$ cat src/hdl/mfs_pkg.sv
package mfs_pkg;

  localparam int unsigned DataW           = 8;
  localparam int unsigned LenW            = 16;
  localparam int unsigned SeqW            = 16;
  localparam int unsigned PayloadMaxDflt  = 95;
  localparam int unsigned InTdataW        = DataW + LenW;

  // Flag byte bit positions
  localparam int unsigned FlagEndBit   = 0;
  localparam int unsigned FlagStartBit = 1;

  // Byte slot within one frame: three header bytes, then payload
  typedef enum logic [3:0] {
    PhFlag    = 4'b0001,
    PhSeqHi   = 4'b0010,
    PhSeqLo   = 4'b0100,
    PhPayload = 4'b1000
  } hdr_phase_e;

  typedef struct packed {
    logic [DataW-1:0] data;
    logic             last;
    logic             payload;
  } emit_t;

endpackage

$ cat src/hdl/mfs_frame_ctrl.sv
module mfs_frame_ctrl
  import mfs_pkg::*;
#(
  parameter int unsigned PAYLOAD_MAX = PayloadMaxDflt
) (
  input  logic             clk_i,
  input  logic             rst_ni,
  input  logic [DataW-1:0] item_data_i,
  input  logic [LenW-1:0]  item_len_i,
  input  logic             advance_i,
  output emit_t            emit_o
);

  localparam int unsigned FillW = $clog2(PAYLOAD_MAX + 1);

  logic [SeqW-1:0]  seq_q, seq_d;
  logic [LenW-1:0]  rem_q, rem_d;
  logic [FillW-1:0] fill_q, fill_d;
  logic             first_q, first_d;
  hdr_phase_e       phase_q, phase_d;

  logic             open;
  logic [LenW-1:0]  rem_eff;
  logic [FillW-1:0] fill_eff;
  logic             first_eff;
  logic             frame_start;
  logic             hdr;
  logic [DataW-1:0] flag;
  logic             last;

  // A closed message takes its length from this byte; zero length counts as one
  assign open        = (rem_q != '0);
  assign rem_eff     = open ? rem_q : ((item_len_i == '0) ? LenW'(1) : item_len_i);
  assign fill_eff    = open ? fill_q : '0;
  assign first_eff   = open ? first_q : 1'b1;
  assign frame_start = (fill_eff == '0);
  assign hdr         = frame_start && (phase_q != PhPayload);

  always_comb begin
    flag               = '0;
    flag[FlagStartBit] = first_eff;
    flag[FlagEndBit]   = (rem_eff <= LenW'(PAYLOAD_MAX));
  end

  assign last = !hdr && ((rem_eff == LenW'(1)) || (fill_eff >= FillW'(PAYLOAD_MAX - 1)));

  always_comb begin
    emit_o.last    = last;
    emit_o.payload = !hdr;
    if (!hdr) begin
      emit_o.data = item_data_i;
    end else begin
      unique case (phase_q)
        PhFlag:  emit_o.data = flag;
        PhSeqHi: emit_o.data = seq_q[SeqW-1 -: DataW];
        PhSeqLo: emit_o.data = seq_q[DataW-1:0];
        default: emit_o.data = item_data_i;
      endcase
    end
  end

  always_comb begin
    seq_d   = seq_q;
    rem_d   = rem_q;
    fill_d  = fill_q;
    first_d = first_q;
    phase_d = phase_q;
    if (advance_i) begin
      if (hdr) begin
        unique case (phase_q)
          PhFlag:  phase_d = PhSeqHi;
          PhSeqHi: phase_d = PhSeqLo;
          PhSeqLo: phase_d = PhPayload;
          default: phase_d = PhFlag;
        endcase
      end else begin
        phase_d = PhFlag;
        rem_d   = rem_eff - LenW'(1);
        fill_d  = last ? '0 : fill_eff + FillW'(1);
        seq_d   = frame_start ? seq_q + SeqW'(1) : seq_q;
        first_d = (rem_eff == LenW'(1)) ? 1'b1 : (frame_start ? 1'b0 : first_eff);
      end
    end
  end

  always_ff @(posedge clk_i or negedge rst_ni) begin
    if (!rst_ni) begin
      seq_q   <= '0;
      rem_q   <= '0;
      fill_q  <= '0;
      first_q <= 1'b1;
      phase_q <= PhFlag;
    end else begin
      seq_q   <= seq_d;
      rem_q   <= rem_d;
      fill_q  <= fill_d;
      first_q <= first_d;
      phase_q <= phase_d;
    end
  end

endmodule

$ cat src/hdl/message_frame_segmenter_unit.sv
// Message frame segmenter. Message bytes enter one per beat on the slave
// stream; the message length rides along in every beat but is sampled only on
// the first byte of a message (a length of zero counts as one). The message is
// cut into frames of up to PAYLOAD_MAX payload bytes, and each frame goes out
// on the master stream as a flag byte (bit 1 start frame, bit 0 end frame),
// the 16-bit frame sequence number high byte first, then the payload, with
// tlast on the last payload byte of the frame. The sequence number counts up
// per frame and wraps at 16 bits. Rate: one master beat per cycle from a single
// output register while tready is high and a byte is held. A byte that opens a
// frame waits while the three header bytes go out first through the same output
// register, and the input holding register stays occupied meanwhile.
module message_frame_segmenter_unit
  import mfs_pkg::*;
#(
  parameter int unsigned PAYLOAD_MAX = PayloadMaxDflt
) (
  input  logic                clk_i,
  input  logic                rst_ni,
  input  logic                s_axis_tvalid_i,
  output logic                s_axis_tready_o,
  input  logic [InTdataW-1:0] s_axis_tdata_i,   // [7:0] data_byte, [23:8] message_length
  output logic                m_axis_tvalid_o,
  input  logic                m_axis_tready_i,
  output logic [DataW-1:0]    m_axis_tdata_o,   // [7:0] out_byte
  output logic                m_axis_tlast_o    // frame_last
);

  // Input holding register
  logic             hold_valid_q;
  logic [DataW-1:0] hold_data_q;
  logic [LenW-1:0]  hold_len_q;

  // Output register
  logic             out_valid_q;
  logic [DataW-1:0] out_data_q;
  logic             out_last_q;

  logic  s_accept;
  logic  advance;
  emit_t emit;

  // Advance one output byte whenever a byte is held and the output register is free or draining
  assign advance         = hold_valid_q && (!out_valid_q || m_axis_tready_i);
  // Take the next beat when empty or once the held byte's payload slot goes out
  assign s_axis_tready_o = !hold_valid_q || (advance && emit.payload);
  assign s_accept        = s_axis_tvalid_i && s_axis_tready_o;

  mfs_frame_ctrl #(
    .PAYLOAD_MAX (PAYLOAD_MAX)
  ) u_frame_ctrl (
    .clk_i       (clk_i),
    .rst_ni      (rst_ni),
    .item_data_i (hold_data_q),
    .item_len_i  (hold_len_q),
    .advance_i   (advance),
    .emit_o      (emit)
  );

  always_ff @(posedge clk_i or negedge rst_ni) begin
    if (!rst_ni) begin
      hold_valid_q <= 1'b0;
    end else if (s_accept) begin
      hold_valid_q <= 1'b1;
    end else if (advance && emit.payload) begin
      hold_valid_q <= 1'b0;
    end
  end

  always_ff @(posedge clk_i) begin
    if (s_accept) begin
      hold_data_q <= s_axis_tdata_i[DataW-1:0];
      hold_len_q  <= s_axis_tdata_i[DataW +: LenW];
    end
  end

  always_ff @(posedge clk_i or negedge rst_ni) begin
    if (!rst_ni) begin
      out_valid_q <= 1'b0;
    end else if (advance) begin
      out_valid_q <= 1'b1;
    end else if (m_axis_tready_i) begin
      out_valid_q <= 1'b0;
    end
  end

  always_ff @(posedge clk_i) begin
    if (advance) begin
      out_data_q <= emit.data;
      out_last_q <= emit.last;
    end
  end

  assign m_axis_tvalid_o = out_valid_q;
  assign m_axis_tdata_o  = out_data_q;
  assign m_axis_tlast_o  = out_last_q;

endmodule
$ cat config.mk
export PLATFORM = sky130hd
export DESIGN_NAME = message_frame_segmenter_unit
export DESIGN_NICKNAME = d
export VERILOG_FILES = /design/src/hdl/mfs_pkg.sv /design/src/hdl/mfs_frame_ctrl.sv /design/src/hdl/message_frame_segmenter_unit.sv
export SDC_FILE = /design/constraint.sdc
export NUM_CORES = 1
export LEC_CHECK = 0
export BUFFER_PORTS_ARGS = -buffer_cell sky130_fd_sc_hd__buf_2
export CELL_PAD_IN_SITES_DETAIL_PLACEMENT = 2
export CELL_PAD_IN_SITES_GLOBAL_PLACEMENT = 2
export CORE_ASPECT_RATIO = 0.8
export CORE_MARGIN = 4
export CORE_UTILIZATION = 35
export CTS_CLUSTER_DIAMETER = 30
export DETAILED_ROUTE_END_ITERATION = 12
export PLACE_DENSITY_LB_ADDON = 0.1
export SLEW_MARGIN = 20
export SYNTH_ARGS = -nofsm -noshare
export SYNTH_HDL_FRONTEND = slang
export SYNTH_SLANG_ARGS = --single-unit
$ cat constraint.sdc
create_clock -name clk_i -period 3.1 [get_ports clk_i]
set_input_delay 0.62 -clock clk_i [delete_from_list [all_inputs] [get_ports clk_i]]
set_output_delay 0.62 -clock clk_i [all_outputs]
set_load 0.02 [all_outputs]
# ---- After elaboration in Yosys (flattened, before gate mapping)
# Cells that the tools add are included.
dict set report totals {
  in_bits 28
  word_cells 55
  regBits 79
}
dict set report classes {
  add_sub_neg 3
  reduce_logical 18
  mux 15
  n_eq_ne 5
  magnitude_cmp 2
  bitwise 1
}
# cell count
set op_table {}
lappend op_table {{16-bit two-way mux} 2}
lappend op_table {{8-bit one-hot mux with 3 select lines} 1}
lappend op_table {{16-bit by 1-bit adder with 16-bit output (second input constant)} 1}
lappend op_table {{16-bit by 1-bit equality test with 1-bit output (second input constant)} 1}
lappend op_table {{16-bit by 7-bit <= comparator with 1-bit output (second input constant)} 1}
lappend op_table {{16-bit zero test} 1}
lappend op_table {{16-bit nonzero test} 1}
lappend op_table {{16-bit by 1-bit subtractor with 16-bit output (second input constant)} 1}
lappend op_table {{7-bit two-way mux} 2}
lappend op_table {{4-bit one-hot mux with 3 select lines} 1}
lappend op_table {{8-bit two-way mux} 1}
lappend op_table {{7-bit by 1-bit adder with 7-bit output (second input constant)} 1}
lappend op_table {{7-bit >= comparator (second input constant)} 1}
lappend op_table {{7-bit zero test} 1}
lappend op_table {{1-bit two-way mux} 7}
lappend op_table {{1-bit logical AND} 5}
lappend op_table {{4-bit by 1-bit equality test with 1-bit output (second input constant)} 1}
lappend op_table {{4-bit by 2-bit equality test with 1-bit output (second input constant)} 1}
lappend op_table {{4-bit by 3-bit equality test with 1-bit output (second input constant)} 1}
lappend op_table {{4-bit two-way mux} 1}
lappend op_table {{4-bit != test (second input constant)} 1}
lappend op_table {{2-bit nonzero test} 2}
lappend op_table {{1-bit zero test} 3}
lappend op_table {{1-bit logical OR} 3}
lappend op_table {{3 further kinds} 3}

# ---- Depth between registers and ports, before layout
# Gate-level depths: netlist of the first run.
dict set report depth {
  word_depth 9
  depth_mapped 14
}

# ---- Modules after synthesis
# A second synthesis of the first run with hierarchy kept.
dict set report unflattened {
  cells_unflattened 401
  hier_area_um2 4140.2
}
# mod seq_area_each_um2 cells_each area_per_inst_um2 instances
set by_module_without_submodules {}
lappend by_module_without_submodules {mfs_frame_ctrl 1103.6 355 3032.9 1}
lappend by_module_without_submodules {message_frame_segmenter_unit 1041.0 46 1107.3 1}

# ---- Worst setup path before layout of the first run
# Ideal clock, no wire load.
dict set report synth_timing {
  kind {reg2reg}
  start {register u_frame_ctrl.rem_q[5]}
  end {register hold_data_q[0] (enable)}
  t_arrival_ns 2.988
  setup_time_ns 0.361
  synth_period_minus_slack_ns 3.349
  required_time_ns 2.739
  path_buffers 2
  path_stages_with_launch 12
  path_slack_ns -0.249
  cell_sequence {dfrtp_1 -> buf_6 -> or4_4 -> nor3_4 -> buf_2 -> nand2_1 -> nand2_1 -> ha_1 -> nand4_1 -> o211ai_2 -> nand2_1 -> and2_1}
}
dict set report synth_via {
  elab_chain_cells 8
}
# element line
set synth_lines {}
lappend synth_lines {{start, declared} mfs_frame_ctrl.sv:17} ;# logic [LenW-1:0] rem_q, rem_d;
lappend synth_lines {{start signal, assigned} mfs_frame_ctrl.sv:95} ;# rem_q <= rem_d;
lappend synth_lines {{16-bit nonzero test} mfs_frame_ctrl.sv:32} ;# assign open = (rem_q != '0);
lappend synth_lines {{7-bit two-way mux} mfs_frame_ctrl.sv:34} ;# assign fill_eff = open ? fill_q : '0;
lappend synth_lines {{7-bit zero test} mfs_frame_ctrl.sv:36} ;# assign frame_start = (fill_eff == '0);
lappend synth_lines {{1-bit logical AND} mfs_frame_ctrl.sv:37} ;# assign hdr = frame_start && (phase_q != PhPayload);
lappend synth_lines {{1-bit zero test} mfs_frame_ctrl.sv:49} ;# emit_o.payload = !hdr;
lappend synth_lines {{1-bit logical AND} message_frame_segmenter_unit.sv:45} ;# assign s_axis_tready_o = !hold_valid_q || (advance && emit.payload);
lappend synth_lines {{1-bit logical OR} message_frame_segmenter_unit.sv:45}
lappend synth_lines {{named net s_axis_tready_o} message_frame_segmenter_unit.sv:20} ;# output logic s_axis_tready_o,
lappend synth_lines {{1-bit logical AND} message_frame_segmenter_unit.sv:46} ;# assign s_accept = s_axis_tvalid_i && s_axis_tready_o;
lappend synth_lines {{named net s_accept} message_frame_segmenter_unit.sv:38} ;# logic s_accept;
lappend synth_lines {{end signal, assigned} message_frame_segmenter_unit.sv:71} ;# hold_data_q <= s_axis_tdata_i[DataW-1:0];
lappend synth_lines {{end, declared} message_frame_segmenter_unit.sv:30} ;# logic [DataW-1:0] hold_data_q;
# The timed path passes the listed nets, and every way through them passes these cells.
# A chain may end at the register's enable or synchronous reset.

# ---- Worst setup path in the final report of the first run
dict set report layout_timing {
  start {register u_frame_ctrl.rem_q[5]}
  end {output s_axis_tready_o}
}
dict set report layout_via {
  elab_chain_cells 7
}
# element line
set layout_lines {}
lappend layout_lines {{16-bit nonzero test} mfs_frame_ctrl.sv:32}
lappend layout_lines {{7-bit two-way mux} mfs_frame_ctrl.sv:34}
lappend layout_lines {{7-bit zero test} mfs_frame_ctrl.sv:36}
lappend layout_lines {{1-bit logical AND} mfs_frame_ctrl.sv:37}
lappend layout_lines {{1-bit zero test} mfs_frame_ctrl.sv:49}
lappend layout_lines {{1-bit logical AND} message_frame_segmenter_unit.sv:45}
lappend layout_lines {{1-bit logical OR} message_frame_segmenter_unit.sv:45}
lappend layout_lines {{end, declared} message_frame_segmenter_unit.sv:20}
# No other way between the ends.

==> impl_metrics.json, run 1 <==
{
  "status": "complete, no violations",
  "ys_types": 70,
  "yosys.area.top_type_share": 0.263,
  "grt_max_degree": 28,
  "synthFlopType": "dfrtp_1",
  "dp.final_hpwl_um": 9950,
  "clock-sinks": 79,
  "period_minus_slack_ns": 3.06,
  "cts-htree-levels": 3,
  "layout-drive-gt1-share": 0.285,
  "top_layer_used": "met4",
  "clock_latency_ns": 0.34,
  "dr_wl_met2_um": 6310,
  "die_area_um2": 13800,
  "cts_buffer_depth": 2,
  "hold_violations": 0,
  "setup_violations": 0,
  "synth_seq_area_share": 0.513,
  "cts_tree": "yes",
  "die_height_um": 106,
  "synth.avg_cell_area_um2": 10.7,
  "power.density_cell_area_nw_per_um2": 787,
  "synth_edf_count": 33,
  "post-route-util": 0.451,
  "tightestPinTransition_ns": 0.664,
  "holdWs_ns": 0.316,
  "yosysTopAreaCell": "dfrtp_1",
  "gp_congestion": 0.807,
  "synthArstFlopShare": 0.582,
  "syn-cell-area_um2": 4180,
  "drt-met1-wl_um": 7020,
  "firstDrtPassIters": 4,
  "drc": 0,
  "relSlewSlack": 0.546,
  "wirelength_um": 13900,
  "worstSetupPathType": "reg -> out",
  "hold_path_class": "in -> async",
  "grt_util_all_layers": 0.215,
  "core_um2": 11600,
  "via_per_inst": 5.82,
  "antenna_found_initial": 0,
  "max_freq_mhz": 326,
  "ir_worst_vdd_v": 0.000320,
  "die_w_um": 130,
  "leakage_uw": 0.00211,
  "port_buffers": 38,
  "cp.arrival_ns": 2.44,
  "synth_area_leaders": "dfrtp_1 26%, edfxtp_1 24%, nand2_1 3.5%",
  "slew_violations": 0,
  "synth_nets": 423,
  "start_util": 0.360,
  "ys_warn_count": 0,
  "vias": 3604,
  "clk_pin_slew_worst_paths_ns": 0.06,
  "netlist_instances": 389,
  "post-route-period-util": 0.988,
  "overflow": 0,
  "rsz0062_at_grt": "true",
  "crit_path_end_kind": "output pin",
  "n_antenna_cell": 0,
  "grt_pass1_vias": 3863,
  "n_fill_cell": 1219,
  "worstPathMaxFanout": 4,
  "crit_required_ns": 2.48,
  "cts_buffers": 9,
  "maxCapViolCount": 0,
  "root_buffer": "clkbuf_16",
  "ys_ff_latch": 79,
  "crit_path_start_kind": "flip-flop",
  "drt-initial-drc-count": 233,
  "nets": 500,
  "grt_pass1_wl_um": 22700,
  "avgRoutedWirePerCell_um": 22.5,
  "area_delta_synth_final_pct": 25.2,
  "drt.antenna.violating_nets": 0,
  "met3_length_um": 412,
  "ioPinCount": 39,
  "clock_skew_ns": 0.00750,
  "num_rows": 35
}
## path summary, 6_finish.rpt
path	start	to	slack, ns	cells past startpoint
hold reg to reg	u_frame_ctrl.seq_q[15]$_DFFE_PN0P_	u_frame_ctrl.seq_q[15]$_DFFE_PN0P_	0.49	1
min in group clk_i	s_axis_tdata_i[6]	hold_data_q[6]$_DFFE_PP_	0.45	1
max in group asynchronous	rst_ni	u_frame_ctrl.fill_q[6]$_DFFE_PN0P_	2.14	2
setup reg to reg	hold_len_q[12]$_DFFE_PP_	u_frame_ctrl.rem_q[14]$_DFFE_PN0P_	0.21	13
hold / removal	rst_ni	hold_valid_q$_DFFE_PN0P_	0.32	1
setup / recovery	u_frame_ctrl.rem_q[5]$_DFFE_PN0P_	s_axis_tready_o	0.04	9
## metrics by stage
stage                     TNS, ns  total power, uW  worst slack [ns]  std cells  area, um2
after floorplan                 0             2200            0.0580        389       4190
after global placement          0             2640             0.213        597       4770
after detailed placement        0             2710            0.0703        597       4770
after CTS                 -0.0652             4100           -0.0652        614       5180
after global routing       -0.160             4360            -0.160        619       5230
final                           0             4120            0.0363        619       5230
## state kept, by name, indices dropped and copies added (netlist names)
name,flops
hold_len_q,16
u_frame_ctrl.rem_q,16
u_frame_ctrl.seq_q,16
hold_data_q,8
m_axis_tdata_o,8
u_frame_ctrl.fill_q,7
u_frame_ctrl.phase_q,4
hold_valid_q,1
m_axis_tlast_o,1
m_axis_tvalid_o,1
u_frame_ctrl.first_q,1
## logic make-up (layout without fill, tap and decap cells)
family | count (synthesis) | after routing | share of synthesized area
AOI/OAI and AO/OA | 103 | 103 | 0.180
xor gates and xnor gates | 16 | 16 | 0.0335
adders and majority gates | 6 | 6 | 0.0180
buffers and inverters | 24 | 106 | 0.0266
DFF | 79 | 79 | 0.513
muxes | 10 | 10 | 0.0263
and+or+nand+nor | 151 | 151 | 0.203
## where the power goes
part / internal, uW / total (uW) / switching, uW
Clock: 871 / 1320 / 452
Combinational: 563 / 1330 / 767
Sequential: 1280 / 1460 / 186
## cell usage after synthesis, types with 8 or more instances
master / number
edfxtp_1: 33
a31oi_1: 10
nor3_1: 15
nand2_1: 39
a22o_1: 11
nand3_1: 8
o21ai_0: 21
a21oi_1: 11
mux2_2: 8
nand4_1: 8
inv_1: 10
xnor2_1: 9
dfrtp_1: 44
nor2_1: 31
## critical path, cell delays in order, from the launching register on
cell,delay [ns]
dfrtp_1,0.39
or4_4,0.56
nor3_4,0.15
nand2_2,0.12
nand2_2,0.12
ha_4,0.15
nand4_1,0.11
o211ai_2,0.24
nand2_2,0.12
buf_6,0.15
## cells in the final DEF (no fill, tap or decap), types with 3 or more instances in the layout
master,n
xor2_1,7
buf_2,37
a22o_1,11
bufinv_16,4
nor2_1,30
o31ai_1,7
edfxtp_1,33
and3_1,6
nor4_1,7
nand2b_1,5
mux2_2,8
nor3_1,15
nand4_1,8
o21ai_0,21
a31oi_1,10
xnor2_1,9
dfrtp_1,44
ha_1,5
or3_1,6
inv_1,10
buf_4,41
nand3_1,8
or4_1,3
o22a_1,3
nand2_1,35
a21oi_1,11
a22oi_1,7
nand2_2,3
clkbuf_16,9
## layout make-up
class	instances	area, um2	share of cell area
Timing Repair Buffer	80	524	0.100
Sequential cell	79	2140	0.410
Clock buffer	9	225	0.0430
Clock inverter	7	145	0.0277
Multi-Input combinational cell	286	1970	0.377
Inverter	10	37.5	0.00717
Tap cell	148	185	0.0354
## repair_timing
action	4_1_cts	5_1_grt
hold buffers	0	0
pin swaps	3	1
setup buffers	1	5
setup endpoints to repair	1	7
resized for setup	8	3
## per-layer routing
layer | vias to the layer above | global-route usage
li1 | 1641 | -
met1 | 1894 | 0.322
met2 | 54 | 0.317
met3 | 15 | 0.0385
met4 | 0 | 0.0549
met5 | - | 0
Power figures use the tool's default switching activity.
==> run 2: changes to the inputs <==
Settings changed: CORE_UTILIZATION 35 to 25.
==> impl_metrics.json, run 2 (same netlist as run 1, synthesis figures left out) <==
{
  "status": "complete, no violations",
  "start_util": 0.260,
  "critPathMaxStageDelay_ns": 0.55,
  "grt_util_all_layers": 0.152,
  "crit_path_start_kind": "flip-flop",
  "grt_pass1_vias": 3754,
  "area_delta_synth_final_pct": 26.0,
  "die_area_um2": 18900,
  "clock_latency_ns": 0.35,
  "worst_slack_ns": 0.0454,
  "slew_violations": 0,
  "cts_tree": "yes",
  "gp_congestion": 0.768,
  "clk_pin_slew_worst_paths_ns": 0.07,
  "ir_worst_vdd_v": 0.000244,
  "port_buffers": 38,
  "die_height_um": 124,
  "cp.arrival_ns": 2.43,
  "crit_chain": "or4_4 > nor3_4 > nand2_2 > nand2_2 > ha_4 > nand4_1 > o211ai_2 > nand2_2 > buf_2",
  "nets": 502,
  "antenna_found_initial": 0,
  "hold_violations": 0,
  "vias": 3471,
  "maxCapViolCount": 0,
  "num_rows": 41,
  "cp.buffers_inverters": 1,
  "cts-htree-levels": 3,
  "drc": 0,
  "total_power_uw": 3880,
  "grt_pass1_wl_um": 22000,
  "placed_cells": 669,
  "final_cell_mix": "43 x dfrtp_1, 43 x buf_4, 38 x buf_2",
  "firstDrtPassIters": 4,
  "n_fill_cell": 1733,
  "worstSetupPathType": "reg -> out",
  "cts_hold_buffers": 0,
  "post-route-util": 0.328,
  "drt-initial-drc-count": 137,
  "dp_slack_ns": -0.00109,
  "layout-drive-gt1-share": 0.292,
  "ioPinCount": 39,
  "post-route-period-util": 0.985,
  "die_w_um": 153,
  "setup_violations": 0,
  "clock_skew_ns": 0.00654,
  "core_um2": 16100,
  "hold_path_class": "in -> async",
  "drt.antenna.violating_nets": 0,
  "clock-sinks": 79,
  "period_minus_slack_ns": 3.05,
  "leakage_uw": 0.00209,
  "crit_slowest_cell": "or4_4",
  "dp.final_hpwl_um": 10100,
  "tightestPinTransition_ns": 0.726,
  "holdWs_ns": 0.226,
  "rsz0062_at_grt": "true",
  "largestRegisters": "hold_len_q (16), u_frame_ctrl.rem_q (16), u_frame_ctrl.seq_q (16)",
  "worstPathMaxFanout": 4,
  "root_buffer": "clkbuf_16",
  "crit_required_ns": 2.48,
  "cts_buffers": 9,
  "max_freq_mhz": 327,
  "power.density_cell_area_nw_per_um2": 738,
  "layout.cells.non_filler": 688,
  "wirelength_um": 13700,
  "avgRoutedWirePerCell_um": 20.0,
  "path_common_cell": "nand2_2",
  "cts_buffer_depth": 2,
  "relSlewSlack": 0.516,
  "n_antenna_cell": 0,
  "overflow": 0,
  "path_delay_family": "simple AND/OR/NAND/NOR gates",
  "crit_path_end_kind": "output pin",
  "via_per_inst": 5.05,
  "grt_max_degree": 28
}
[run 2: report_power, final]
| group | total (uW) | leakage, uW | internal, uW | switching (uW) |
|---|---|---|---|---|
| Combinational | 1340 | 0.00104 | 560 | 779 |
| Clock | 1090 | 0.000148 | 617 | 472 |
| Sequential | 1450 | 0.000897 | 1280 | 176 |
[run 2: worst paths after layout]
path | from | endpoint | slack (ns) | cells past startpoint
max in group asynchronous | rst_ni | u_frame_ctrl.phase_q[0]$_DFFE_PN1P_ | 2.15 | 2
hold / removal | rst_ni | u_frame_ctrl.fill_q[6]$_DFFE_PN0P_ | 0.23 | 1
min in group clk_i | s_axis_tdata_i[14] | hold_len_q[6]$_DFFE_PP_ | 0.44 | 1
hold reg to reg | u_frame_ctrl.seq_q[15]$_DFFE_PN0P_ | u_frame_ctrl.seq_q[15]$_DFFE_PN0P_ | 0.48 | 1
setup reg to reg | u_frame_ctrl.rem_q[5]$_DFFE_PN0P_ | u_frame_ctrl.rem_q[14]$_DFFE_PN0P_ | 0.17 | 13
setup / recovery | u_frame_ctrl.rem_q[5]$_DFFE_PN0P_ | s_axis_tready_o | 0.05 | 9
[run 2: metrics by stage]
| step | TNS (ns) | area (um2) |
|---|---|---|
| 2_1_floorplan | 0 | 4190 |
| 3_3_place_gp | 0 | 4890 |
| 3_5_place_dp | -0.00217 | 4890 |
| 4_1_cts | -0.0956 | 5240 |
| 5_1_grt | -0.203 | 5270 |
| 6_report | 0 | 5270 |
[run 2: timing repair]
action | 4_1_cts | 5_1_grt
endpoints found under the setup margin | 9 | 7
gates resized for setup | 6 | 5
setup buffers | 2 | 1
pin swaps | 3 | 1
[run 2: routing by layer]
| layer | GRT usage | up-vias | share of wire |
|---|---|---|---|
| met5 | 0 | - | 0 |
| li1 | - | 1653 | - |
| met2 | 0.219 | 53 | 0.41 |
| met1 | 0.224 | 1751 | 0.54 |
| met4 | 0.0506 | 0 | 0.015 |
| met3 | 0.0354 | 14 | 0.038 |
[run 2: layout make-up]
type | count | area [um2] | area share
Inverter | 10 | 37.5 | 0.00713
Clock buffer | 11 | 264 | 0.0501
Timing Repair Buffer | 82 | 533 | 0.101
Multi-Input combinational cell | 286 | 1980 | 0.376
Tap cell | 215 | 269 | 0.0511
Clock inverter | 5 | 37.5 | 0.00713
Sequential cell | 79 | 2150 | 0.408
==> run 3: changes to the inputs <==
==> constraint.sdc (replaced) <==
create_clock -name clk_i -period 2.8 [get_ports clk_i]
set_input_delay 0.42 -clock clk_i [delete_from_list [all_inputs] [get_ports clk_i]]
set_output_delay 0.42 -clock clk_i [all_outputs]
set_load 0.02 [all_outputs]
==> impl_metrics.json, run 3 (same netlist as run 1, synthesis figures left out) <==
{
  "status": "finished with violations",
  "violations": "negative setup slack",
  "overflow": 0,
  "cts-htree-levels": 3,
  "gp_congestion": 0.776,
  "start_util": 0.260,
  "port_buffers": 38,
  "drc": 0,
  "wirelength_um": 15100,
  "ioPinCount": 39,
  "clock_latency_ns": 0.35,
  "worstSetupPathType": "reg -> out",
  "num_rows": 41,
  "placed_cells": 681,
  "clock_skew_ns": 0.0121,
  "grt_pass1_wl_um": 22700,
  "worstReg2RegStart": "u_frame_ctrl.rem_q[4]$_DFFE_PN0P_",
  "grt_pass1_vias": 3950,
  "p_int_uw": 2790,
  "r2r_end": "m_axis_tdata_o[4]$_DFFE_PP_",
  "firstDrtPassIters": 4,
  "multi_input_area_um2": 2220,
  "period_minus_slack_ns": 2.98,
  "dp_slack_ns": -0.0569,
  "core_um2": 16100,
  "cts_tree": "yes",
  "dp.final_hpwl_um": 10300,
  "drt-initial-drc-count": 211,
  "crit_required_ns": 2.38,
  "slew_violations": 0,
  "n_antenna_cell": 0,
  "pwr-share-clk": 0.251,
  "maxCapViolCount": 0,
  "total_power_uw": 4450,
  "leakage_uw": 0.00228,
  "antenna_found_initial": 0,
  "clk_pin_slew_worst_paths_ns": 0.07,
  "root_buffer": "clkbuf_16",
  "die_area_um2": 18900,
  "grt_util_all_layers": 0.157,
  "final_common_cell": "buf_4",
  "grt_max_degree": 47,
  "max_freq_mhz": 335,
  "cts_hold_buffers": 0,
  "n_fill_cell": 1722,
  "switching_power_uw": 1660,
  "tns_ns": -0.977,
  "cp.arrival_ns": 2.56,
  "power_frac_comb": 0.390,
  "clock-sinks": 79,
  "rrSetupSlack_ns": -0.11,
  "rsz0062_at_grt": "true",
  "layout-drive-gt1-share": 0.378,
  "largestRegisters": "hold_len_q (16), u_frame_ctrl.rem_q (16), u_frame_ctrl.seq_q (16)",
  "vias": 3702,
  "setup_violations": 9,
  "final_cell_mix": "60 x buf_4, 44 x dfrtp_1, 37 x buf_2",
  "via_per_inst": 5.16,
  "die_height_um": 124,
  "relSlewSlack": 0.535,
  "worstPathMaxFanout": 3,
  "layout.cells.non_filler": 717,
  "tightestPinTransition_ns": 0.697,
  "power.density_cell_area_nw_per_um2": 774,
  "area_delta_synth_final_pct": 37.6,
  "ir_worst_vdd_v": 0.000285,
  "avgRoutedWirePerCell_um": 21.0,
  "cts_buffers": 9,
  "reg2reg_depth": 12,
  "crit_path_start_kind": "flip-flop",
  "hold_path_class": "in -> async",
  "nets": 531,
  "post-route-util": 0.358,
  "seqCellArea_um2": 2140,
  "switching_share": 0.373,
  "seqPwrFrac": 0.359,
  "crit_path_end_kind": "output pin",
  "cts_buffer_depth": 2,
  "hold_violations": 0,
  "die_w_um": 153,
  "post-route-period-util": 1.07,
  "worst_slack_ns": -0.183,
  "drt.antenna.violating_nets": 0
}
==> run 3: cell types whose count changed in the layout (fill, tap and decap cells not counted), moves of 4 or more <==
cell,previous run,this run
mux2_4,0,8
mux2_2,8,0
a22oi_2,0,4
buf_4,43,60
buf_6,0,6
a22oi_1,7,3
==> run 3: how the worst max path moves through the flow <==
stage | depth (start not counted) | start | endpoint
after floorplan | 10 | u_frame_ctrl.rem_q[6]$_DFFE_PN0P_ | m_axis_tdata_o[0]$_DFFE_PP_
after global placement | 9 | u_frame_ctrl.rem_q[0]$_DFFE_PN0P_ | u_frame_ctrl.seq_q[12]$_DFFE_PN0P_
after detailed placement | 11 | u_frame_ctrl.rem_q[0]$_DFFE_PN0P_ | u_frame_ctrl.rem_q[12]$_DFFE_PN0P_
after CTS | 9 | u_frame_ctrl.rem_q[4]$_DFFE_PN0P_ | s_axis_tready_o
after global routing | 10 | u_frame_ctrl.rem_q[4]$_DFFE_PN0P_ | s_axis_tready_o
final | 10 | u_frame_ctrl.rem_q[4]$_DFFE_PN0P_ | s_axis_tready_o
==> run 3: stage by stage <==
stage | area (um2) | hold WS [ns]
2_1_floorplan | 4280 | 0.124
3_3_place_gp | 5070 | 0.486
3_5_place_dp | 5070 | 0.496
4_1_cts | 5490 | 0.223
5_1_grt | 5750 | 0.226
6_report | 5750 | 0.193
==> run 3: final cells by class <==
class | instances | share of cell area
repair buffers | 108 | 0.140
inverters | 10 | 0.00653
well taps | 215 | 0.0468
clock buffers | 10 | 0.0416
multi-input cells | 289 | 0.386
flip-flops and latches | 79 | 0.373
clock inverters | 6 | 0.00631
==> run 3: what timing repair did <==
item	in CTS	in global routing
buffers inserted	9	9
resized for setup	12	41
endpoints found under the setup margin	48	54
gates cloned	2	2
pin swaps	9	11
==> run 3: power groups by stage <==
stage,clock (uW),sequential [uW],combinational [uW]
5_1_grt,1200,1620,1880
4_1_cts,1160,1590,1620
3_3_place_gp,0,1590,1490
6_report,1120,1600,1730
2_1_floorplan,0,1620,885
3_5_place_dp,0,1600,1530
==> run 3: metal layers <==
metal,vias up,share of wire,GRT usage
met4,0,0.012,0.0356
met5,-,0,0
met3,12,0.027,0.0320
met1,1929,0.50,0.221
met2,53,0.46,0.250
li1,1708,-,-
==> run 3: worst max-delay path, cell delays in order, from the launching register on <==
cell,delay [ns]
dfrtp_1,0.38
or4_4,0.57
nor3_4,0.24
nand2_8,0.10
nand2_4,0.09
ha_4,0.14
buf_4,0.12
nand4_1,0.15
o211ai_2,0.17
nand2_2,0.09
buf_6,0.14
